### config.mk
export PLATFORM = sky130hd
export DESIGN_NAME = double_ended_queue_with_reverse
export DESIGN_NICKNAME = d
export VERILOG_FILES = /design/src/hw/rtl/dewr_pkg.sv /design/src/hw/rtl/double_ended_queue_with_reverse.sv /design/src/hw/rtl/dewr_store.sv /design/src/hw/rtl/dewr_ctrl.sv
export SDC_FILE = /design/constraint.sdc
export NUM_CORES = 2
export LEC_CHECK = 0
export BUFFER_PORTS_ARGS = -buffer_cell sky130_fd_sc_hd__buf_4
export CAP_MARGIN = 5
export CORE_MARGIN = 8
export CORE_UTILIZATION = 25
export CTS_BUF_LIST = sky130_fd_sc_hd__clkbuf_16
export DETAILED_ROUTE_END_ITERATION = 10
export PLACE_DENSITY = 0.35
export REMOVE_ABC_BUFFERS = 1
export SETUP_SLACK_MARGIN = 0.05
export SYNTH_ARGS = -nofsm -noshare
export SYNTH_HDL_FRONTEND = slang
export SYNTH_SLANG_ARGS = --single-unit
### constraint.sdc
create_clock -name clk -period 11.4 [get_ports clk]
set_clock_uncertainty 0.05 [all_clocks]
set_input_delay 2.28 -clock clk [delete_from_list [all_inputs] [get_ports clk]]
set_output_delay 2.28 -clock clk [all_outputs]
set_load 0.005 [all_outputs]
### src/hw/rtl/dewr_pkg.sv
// ----------------------------------------------------------------------------
// dewr_pkg
// Request codes, status codes and the response control bundle shared by the
// double-ended queue modules.
// ----------------------------------------------------------------------------
package dewr_pkg;

  typedef enum logic [2:0] {
    REQ_ADD_FRONT = 3'd0,
    REQ_ADD_BACK  = 3'd1,
    REQ_REM_FRONT = 3'd2,
    REQ_REM_BACK  = 3'd3,
    REQ_REVERSE   = 3'd4,
    REQ_STATUS    = 3'd5
  } req_t;

  typedef enum logic [1:0] {
    ST_OK    = 2'd0,
    ST_FULL  = 2'd1,
    ST_EMPTY = 2'd2
  } status_t;

  typedef struct packed {
    logic    done;
    status_t status;
    logic    is_empty;
    logic    reversed;
  } rsp_t;

endpackage

### src/hw/rtl/double_ended_queue_with_reverse.sv
// ----------------------------------------------------------------------------
// double_ended_queue_with_reverse
// Bounded double-ended queue on a ring memory with head pointer, word count
// and a direction flag; reverse only toggles the flag.
//
//   channel   | handshake          | signals
//   ----------+--------------------+-------------------------------------------
//   request   | start / busy       | req_type, value
//   response  | done (strobe)      | status, front_value, back_value,
//             |                    | is_empty, count
//
// A request transfers at the edge where start is high and busy is low; busy
// is high only during reset, so one request per cycle is taken. The memory
// is written and both ends are read in the transfer cycle (write forwarded to
// the read ports), and the response appears on done in the following cycle.
// Reset clears head, count and direction; the memory needs no clearing.
// The receiver cannot stall; every response is shown for exactly one cycle.
// ----------------------------------------------------------------------------
module double_ended_queue_with_reverse #(
  parameter int DEPTH      = 64,
  parameter int WORD_WIDTH = 64
) (
  input  logic        clk,
  input  logic        rst,
  input  logic        start,
  output logic        busy,
  input  logic [2:0]  req_type,
  input  logic [63:0] value,
  output logic        done,
  output logic [1:0]  status,
  output logic [63:0] front_value,
  output logic [63:0] back_value,
  output logic        is_empty,
  output logic [6:0]  count
);

  localparam int AW = $clog2(DEPTH);
  localparam int CW = $clog2(DEPTH + 1);

  logic                  accept;
  logic                  wr_en;
  logic [AW-1:0]         wr_addr;
  logic [WORD_WIDTH-1:0] wr_data;
  logic [AW-1:0]         rd_first;
  logic [AW-1:0]         rd_last;
  logic [WORD_WIDTH-1:0] first_data;
  logic [WORD_WIDTH-1:0] last_data;
  dewr_pkg::rsp_t        rsp;
  logic [CW-1:0]         rsp_count;

  assign busy   = rst;
  assign accept = start & ~busy;

  dewr_ctrl #(
    .DEPTH      (DEPTH),
    .WORD_WIDTH (WORD_WIDTH)
  ) u_ctrl (
    .clk       (clk),
    .rst       (rst),
    .accept    (accept),
    .req_type  (req_type),
    .value     (value),
    .wr_en     (wr_en),
    .wr_addr   (wr_addr),
    .wr_data   (wr_data),
    .rd_first  (rd_first),
    .rd_last   (rd_last),
    .rsp       (rsp),
    .rsp_count (rsp_count)
  );

  dewr_store #(
    .DEPTH      (DEPTH),
    .WORD_WIDTH (WORD_WIDTH)
  ) u_store (
    .clk        (clk),
    .wr_en      (wr_en),
    .wr_addr    (wr_addr),
    .wr_data    (wr_data),
    .rd_first   (rd_first),
    .rd_last    (rd_last),
    .first_data (first_data),
    .last_data  (last_data)
  );

  // reversed: logical front is the physical last word
  always_comb begin
    front_value = '0;
    back_value  = '0;
    if (!rsp.is_empty) begin
      front_value = 64'(rsp.reversed ? last_data : first_data);
      back_value  = 64'(rsp.reversed ? first_data : last_data);
    end
  end

  assign done     = rsp.done;
  assign status   = rsp.status;
  assign is_empty = rsp.is_empty;
  assign count    = 7'(rsp_count);

endmodule

### src/hw/rtl/dewr_store.sv
// ----------------------------------------------------------------------------
// dewr_store
// Ring word memory: one write port and two read ports with registered read
// data; a write to the address being read in the same cycle is forwarded.
// ----------------------------------------------------------------------------
module dewr_store #(
  parameter int DEPTH      = 64,
  parameter int WORD_WIDTH = 64,
  localparam int AW        = $clog2(DEPTH)
) (
  input  logic                  clk,
  input  logic                  wr_en,
  input  logic [AW-1:0]         wr_addr,
  input  logic [WORD_WIDTH-1:0] wr_data,
  input  logic [AW-1:0]         rd_first,
  input  logic [AW-1:0]         rd_last,
  output logic [WORD_WIDTH-1:0] first_data,
  output logic [WORD_WIDTH-1:0] last_data
);

  logic [WORD_WIDTH-1:0] mem [DEPTH];

  always_ff @(posedge clk) begin
    if (wr_en) begin
      mem[wr_addr] <= wr_data;
    end
  end

  // read ports see the word written in the same cycle
  always_ff @(posedge clk) begin
    if (wr_en && wr_addr == rd_first) begin
      first_data <= wr_data;
    end else begin
      first_data <= mem[rd_first];
    end
    if (wr_en && wr_addr == rd_last) begin
      last_data <= wr_data;
    end else begin
      last_data <= mem[rd_last];
    end
  end

endmodule

### src/hw/rtl/dewr_ctrl.sv
// ----------------------------------------------------------------------------
// dewr_ctrl
// Head pointer, word count and direction flag of the ring; decodes each
// request, drives the memory write and the read addresses of both ends.
// ----------------------------------------------------------------------------
module dewr_ctrl #(
  parameter int DEPTH      = 64,
  parameter int WORD_WIDTH = 64,
  localparam int AW        = $clog2(DEPTH),
  localparam int CW        = $clog2(DEPTH + 1)
) (
  input  logic                  clk,
  input  logic                  rst,
  input  logic                  accept,
  input  logic [2:0]            req_type,
  input  logic [63:0]           value,
  output logic                  wr_en,
  output logic [AW-1:0]         wr_addr,
  output logic [WORD_WIDTH-1:0] wr_data,
  output logic [AW-1:0]         rd_first,
  output logic [AW-1:0]         rd_last,
  output dewr_pkg::rsp_t        rsp,
  output logic [CW-1:0]         rsp_count
);

  localparam int SW = CW + 1;

  logic [AW-1:0] head;
  logic [AW-1:0] head_next;
  logic [CW-1:0] cnt;
  logic [CW-1:0] cnt_next;
  logic          rev;
  logic          rev_next;
  dewr_pkg::status_t st;

  logic          full;
  logic          empty;
  logic [AW-1:0] head_dec;
  logic [AW-1:0] head_inc;
  logic [SW-1:0] tail_sum;
  logic [AW-1:0] tail;
  logic [SW-1:0] last_sum;

  assign full  = (cnt == CW'(DEPTH));
  assign empty = (cnt == '0);

  assign head_dec = (head == '0) ? AW'(DEPTH - 1) : head - AW'(1);
  assign head_inc = (head == AW'(DEPTH - 1)) ? '0 : head + AW'(1);

  // slot just past the last held word
  assign tail_sum = SW'(head) + SW'(cnt);
  assign tail     = (tail_sum >= SW'(DEPTH)) ? AW'(tail_sum - SW'(DEPTH)) : AW'(tail_sum);

  assign wr_data = value[WORD_WIDTH-1:0];

  always_comb begin
    head_next = head;
    cnt_next  = cnt;
    rev_next  = rev;
    wr_en     = 1'b0;
    wr_addr   = tail;
    st        = dewr_pkg::ST_OK;
    if (accept) begin
      unique case (req_type) inside
        dewr_pkg::REQ_ADD_FRONT, dewr_pkg::REQ_ADD_BACK: begin
          if (full) begin
            st = dewr_pkg::ST_FULL;
          end else begin
            wr_en    = 1'b1;
            cnt_next = cnt + CW'(1);
            // logical front maps to the physical first word unless reversed
            if ((req_type == dewr_pkg::REQ_ADD_FRONT) != rev) begin
              head_next = head_dec;
              wr_addr   = head_dec;
            end
          end
        end
        dewr_pkg::REQ_REM_FRONT, dewr_pkg::REQ_REM_BACK: begin
          if (empty) begin
            st = dewr_pkg::ST_EMPTY;
          end else begin
            cnt_next = cnt - CW'(1);
            if ((req_type == dewr_pkg::REQ_REM_FRONT) != rev) begin
              head_next = head_inc;
            end
          end
        end
        dewr_pkg::REQ_REVERSE: begin
          rev_next = ~rev;
        end
        default: begin
          st = dewr_pkg::ST_OK;
        end
      endcase
    end
  end

  // both ends after the update; don't care when the queue ends up empty
  assign last_sum = SW'(head_next) + SW'(cnt_next) - SW'(1);
  assign rd_first = head_next;
  assign rd_last  = (last_sum >= SW'(DEPTH)) ? AW'(last_sum - SW'(DEPTH)) : AW'(last_sum);

  always_ff @(posedge clk) begin
    if (rst) begin
      head     <= '0;
      cnt      <= '0;
      rev      <= 1'b0;
      rsp.done <= 1'b0;
    end else begin
      head     <= head_next;
      cnt      <= cnt_next;
      rev      <= rev_next;
      rsp.done <= accept;
    end
    rsp.status   <= st;
    rsp.is_empty <= (cnt_next == '0);
    rsp.reversed <= rev_next;
    rsp_count    <= cnt_next;
  end

endmodule
# Yosys cells after proc, flatten, opt, wreduce, memory -nomap -nowiden
# Memory sizes are Yosys's and may differ from the RTL's. A register that Yosys moved wholly into a read port is not among the register bits.
# Index checks and enable logic that the tools add are counted.
[word_totals] regBits=26 mem_bits_rw=4096 in_bits=70 output_inout_bits=140 wordCells=69 n_memories=1
[classes] n_addsub=9 magnitude_cmp=2 n_eq_ne=8 muxes=32 bitwise=3 n_reduce_logical=6
[mem_list] name="u_store.mem" words=64 word_bits=64 rd=2 rd_clocked_by_memory_dff=2 wr=1 line_no="dewr_store.sv:21" text="logic [WORD_WIDTH-1:0] mem [DEPTH];"
[ops] cell="$mux W64" count=4
[ops] cell="$mux W6" count=13
[ops] cell="$mux W7" count=3
[ops] cell="$sub A6 B1 Y6 const B" count=3
[ops] cell="$add A6 B7 Y8" count=2
[ops] cell="$ge A8 B7 Y1 const B" count=2
[ops] cell="$logic_not A7 Y1" count=2
[ops] cell="$pmux W7 S2" count=1
[ops] cell="$pmux W6 S2" count=1
[ops] cell="$mux W1" count=8
[ops] cell="$sub A8 B1 Y8 const B" count=1
[ops] cell="$add A7 B1 Y7 const B" count=1
[ops] cell="$eq A7 B7 Y1 const B" count=1
[ops] cell="$sub A7 B1 Y7 const B" count=1
[ops] cell="$add A6 B1 Y6 const B" count=1
[ops] cell="$eq A3 B2 Y1 const B" count=2
[ops] cell="$eq A6 B6 Y1 const B" count=1
[ops] cell="$logic_not A6 Y1" count=1
[ops] cell="$pmux W2 S2" count=1
[ops] cell="$reduce_or A2 Y1" count=2
[ops] cell="$eq A3 B1 Y1 const B" count=1
[ops] cell="$eq A3 B3 Y1 const B" count=1
[ops] cell="$logic_not A3 Y1" count=1
[ops] cell="$mux W2" count=1
[ops] cell="3 further kinds" count=5

# Depth between registers and ports, before layout
[logic_depth] depth_word=10 mapped_depth=18 depth_no_buf=17

# By module
# Synthesis repeated with hierarchy kept, for this count alone.
[unflattened] cells_unflattened=9344 hier_area_um2=190182.4
[by_module_without_submodules] module="dewr_store" instances=1 cells_per_inst=8725 area_per_inst_um2=185490.4 seq_area_each_um2=123238.2
[by_module_without_submodules] module="dewr_ctrl" instances=1 cells_per_inst=333 area_per_inst_um2=2588.7 seq_area_each_um2=520.5
[by_module_without_submodules] module="double_ended_queue_with_reverse" instances=1 cells_per_inst=286 area_per_inst_um2=2103.3 seq_area_each_um2=0.0

# Least setup slack after synthesis
# No wires, ideal clock.
[synth_path] kind="in2reg" from="input port req_type[1]" to="memory u_store.mem[42][0], enable pin" setup_time_ns=0.565 t_arrival_ns=8.347 t_required_ns=10.785 path_slack_ns=2.439 cell_stages=8 n_path_buf=2 cell_sequence="buf_6 > or4_4 > nand2_2 > nand3_4 > mux2_4 > or3_1 > buf_6 > nor3_1"
[synth_between] elab_chain_cells=6 elab_cells_between_ends=12 cone_classes="2 x eq/ne; 8 x mux; 2 x reduce/logical"
[synth_rtl] element="from (decl)" line_no="double_ended_queue_with_reverse.sv:27" text="input logic [2:0] req_type,"
[synth_rtl] element="$eq A3 B1 Y1 (no line) / $logic_not A3 Y1 (equally long branches)"
[synth_rtl] element="$reduce_or A2 Y1 / $ne A1 B1 Y1 (equally long branches)" line_no="dewr_ctrl.sv:64, dewr_ctrl.sv:72"
[synth_rtl] element="$mux W1 / $mux W6 (equally long branches)" line_no="dewr_ctrl.sv:64, dewr_ctrl.sv:72"
[synth_rtl] element="$mux W1 / $mux W6 (equally long branches)" line_no="dewr_ctrl.sv:63, dewr_ctrl.sv:66"
[synth_rtl] element="$mux W1 / $mux W6 (equally long branches)" line_no="dewr_store.sv:24, dewr_ctrl.sv:64"
[synth_rtl] element="$mux W1 (implied by the code) / $mux W6 (equally long branches)" line_no="dewr_store.sv:25, dewr_ctrl.sv:63"
[synth_rtl] element="to (decl)" line_no="dewr_store.sv:21"
# Several ways; a longest one is shown, not always the timed one.

==> results.yml <==
run_status:
  status: "finished clean"
global_routing:
  grt_pass1_wl_um: 1053000
  use_met3: 0.03220
  use_met2: 0.3212
  overflow: 0
  grt_max_degree: 123
  grt_use_met1: 0.2709
  grt_pass1_vias: 116247
  track_usage: 0.1950
  grt_busiest_layer: "met2"
  antenna_found_initial: 68
power_and_ir_drop:
  netSwitchingPower_mw: 9.091
  cellLeakagePower_nw: 66.29
  vdd.ir_drop.worst_uv: 143.6
  clkPwrFrac: 0.422
  power_mw: 35.57
  seqPwrFrac: 0.471
  p_int_mw: 26.48
  swShare: 0.2555
  combPwrFrac: 0.107
  powerDensity_nw_per_um2: 163.2
cts:
  cts-root-buf: "clkbuf_16"
  cts_tree: "built"
  cts_buffers: 483
  insertion_delay_ns: 1.06
  postCtsHoldBufs: 0
  path_clk_slew_ns: 0.06
  post_cts_resized: 0
  clockBufferDepth: 4
  cts_max_level: 5
  post-cts-setup-buffers: 0
  clkSinkCount: 4134
sta:
  whs_ns: 0.5058
  fmax_ghz: 0.1232
  setup_violations: 0
  finalHoldViolations: 0
  drv_slew: 0
  rsz0062_at_grt: "no"
  slew_headroom: 0.1239
  period_share: 0.7117
  setup_slack_ns: 3.286
  worst_pin_slew_ns: 1.306
  period_minus_slack_ns: 8.114
synth:
  ys.flop_type: "edfxtp_1"
  synthTopCellsByCount: "edfxtp_1 (4,096), mux4_2 (2,048), a22oi_1 (1,024), clkbuf_1 (496), nand2_1 (397)"
  syn-instance-count: 9234
  syn_area_um2: 188100
  syn_avg_cell_area_um2: 20.37
  synth_area_leaders: "edfxtp_1 (65%), mux4_2 (25%), a22oi_1 (4.1%)"
  yosys_warnings: 0
  ys_types: 65
  synth_top_cell_by_area: "edfxtp_1"
  ys_seq_area_frac: 0.6579
  synth_edf_count: 4096
  ys_ff_latch: 4134
  synthArstFlopShare: 0
  yosysMostFrequentCell: "edfxtp_1"
  synth.top_cell.area_share: 0.6538
finish:
  multi_input_area_um2: 61470
  final_core_util: 0.2906
  layout.nets: 9554
  drive_above_1_share: 0.3390
  syn_to_final_growth_pct: 15.85
  regArea_um2: 123800
  num-fill-cells: 72861
routing:
  vias_per_cell: 5.432
  antenna_left: 0
  drt_iter0_markers: 12831
  dr.pass1.iters: 6
  vias: 107522
  detail_route.wl_per_cell_um: 39.75
  drt_wl_total_um: 786900
  drc_errors: 0
die:
  io_pins: 210
  die_y_um: 883.5
  rows: 318
  fp.coreArea_um2: 750000
  dieArea_um2: 780500
  start_util: 0.2508
  die_w_um: 883.5
worst_setup_path:
  cp_top_family: "buffers and inverters"
  cp_slowest_cell: "dfxtp_4"
  cp_num_buf_inv: 3
  crit_type: "flip-flop to output pin"
  end_kind: "output pin"
  path_max_fanout: 53
  critPathMaxStageDelay_ns: 1.09
  start_kind: "flip-flop"
  path_common_cell: "buf_4"
  critical_path_required_ns: 9.07
  critPathArrivalTime_ns: 5.78
  path_cells: "buf_4 -> buf_4 -> mux4_2 -> a22oi_1 -> nand2_1 -> a22o_1 -> a211oi_1 -> o22ai_1 -> buf_4"
place:
  dp_slack_ns: 3.898
  gp_congestion: 0.7372
  hpwlAfterDp_um: 408600
  port-buffer-count: 209
hold_path:
  min_path_type: "flip-flop to flip-flop"
flow_run:
  max_cap_viol_count: 0
## stage by stage
step           TNS (ns)  cell area, µm²  std cells
6_report              0          217900      19795
5_1_grt               0          217900      19791
4_1_cts               0          217900      19789
3_5_place_dp          0          202900      18898
3_3_place_gp          0          202900      18898
2_1_floorplan  -4499.63          184800       8437
## final timing paths
kind                               startpoint             endpoint  cells after the start  slack (ns)
worst max-delay path                flip-flop       back_value[26]                      9        3.29
worst min-delay path               u_ctrl.rev        u_ctrl.rsp[0]                      1        0.51
worst max register to register  u_ctrl.cnt[1]  u_store.mem[21][21]                     10        5.73
worst min register to register     u_ctrl.rev        u_ctrl.rsp[0]                      1        0.51
## layout make-up
class                      instances  share of cell area
clock inverter                   401             0.01266
sequential                      4134              0.5679
multi-input combinational       4271              0.2821
timing repair buffer             541             0.02352
inverter                          32           0.0005511
clock buffer                     490             0.05626
antenna                            6          0.00006889
tap                             9920             0.05695
## worst register-to-register path: stages (launching register included)
cell and delay (ns):
dfxtp_1 0.54, inv_1 0.25, ha_1 0.28, nor3b_2 0.22, nand3_1 0.23, nand2b_1 0.15, nor3_1 0.74, nand3_1 0.67
nor3_2 0.46, buf_4 0.67, buf_4 0.95
## flip-flops by register name, indices dropped and copies added (netlist names), named ones only
name,flops
u_ctrl.rev,1
u_ctrl.rsp,5
u_ctrl.rsp_count,7
u_store.mem,4096
u_ctrl.head,6
u_ctrl.cnt,7
## layout by cell type (no fill, tap or decap), types with 42 or more instances in the layout
cell type and n:
a22oi_1 1024, a211oi_1 118, nand2_1 395, clkbuf_16 490, a22o_1 128, inv_1 158, edfxtp_1 4096, mux4_2 2048
buf_12 85, buf_4 456, o22ai_1 130, a21oi_1 139, nor3_2 42, clkinv_2 90, clkinv_1 121
## routing by layer
metal | vias to the layer above | share of wire
li1 | 41499 | -
met1 | 60866 | 0.44
met2 | 4224 | 0.48
met3 | 915 | 0.062
met4 | 18 | 0.023
met5 | - | 0.00016
## power by group through the flow
stage,clock [mW],combinational (mW),sequential (mW)
final,15.0,3.81,16.7
after global routing,16.0,4.02,16.7
after CTS,15.5,3.88,16.7
after detailed placement,0,3.88,17.1
after global placement,0,3.86,17.1
after floorplan,0,4.93,17.4
## kinds of logic (layout without fill, tap and decap cells)
family | after synthesis | in the layout | share of synthesized area
AO/OA/AOI/OAI | 1607 | 1607 | 0.06241
other | 0 | 6 | 0
XOR/XNOR | 12 | 12 | 0.0006318
buffers and inverters | 829 | 1464 | 0.01826
adder cells (fa/ha/maj) | 21 | 21 | 0.001477
AND/OR/NAND/NOR | 572 | 572 | 0.01354
multiplexers | 2059 | 2059 | 0.2458
flip-flops | 4134 | 4134 | 0.6579
Power figures use the tool's default switching activity.
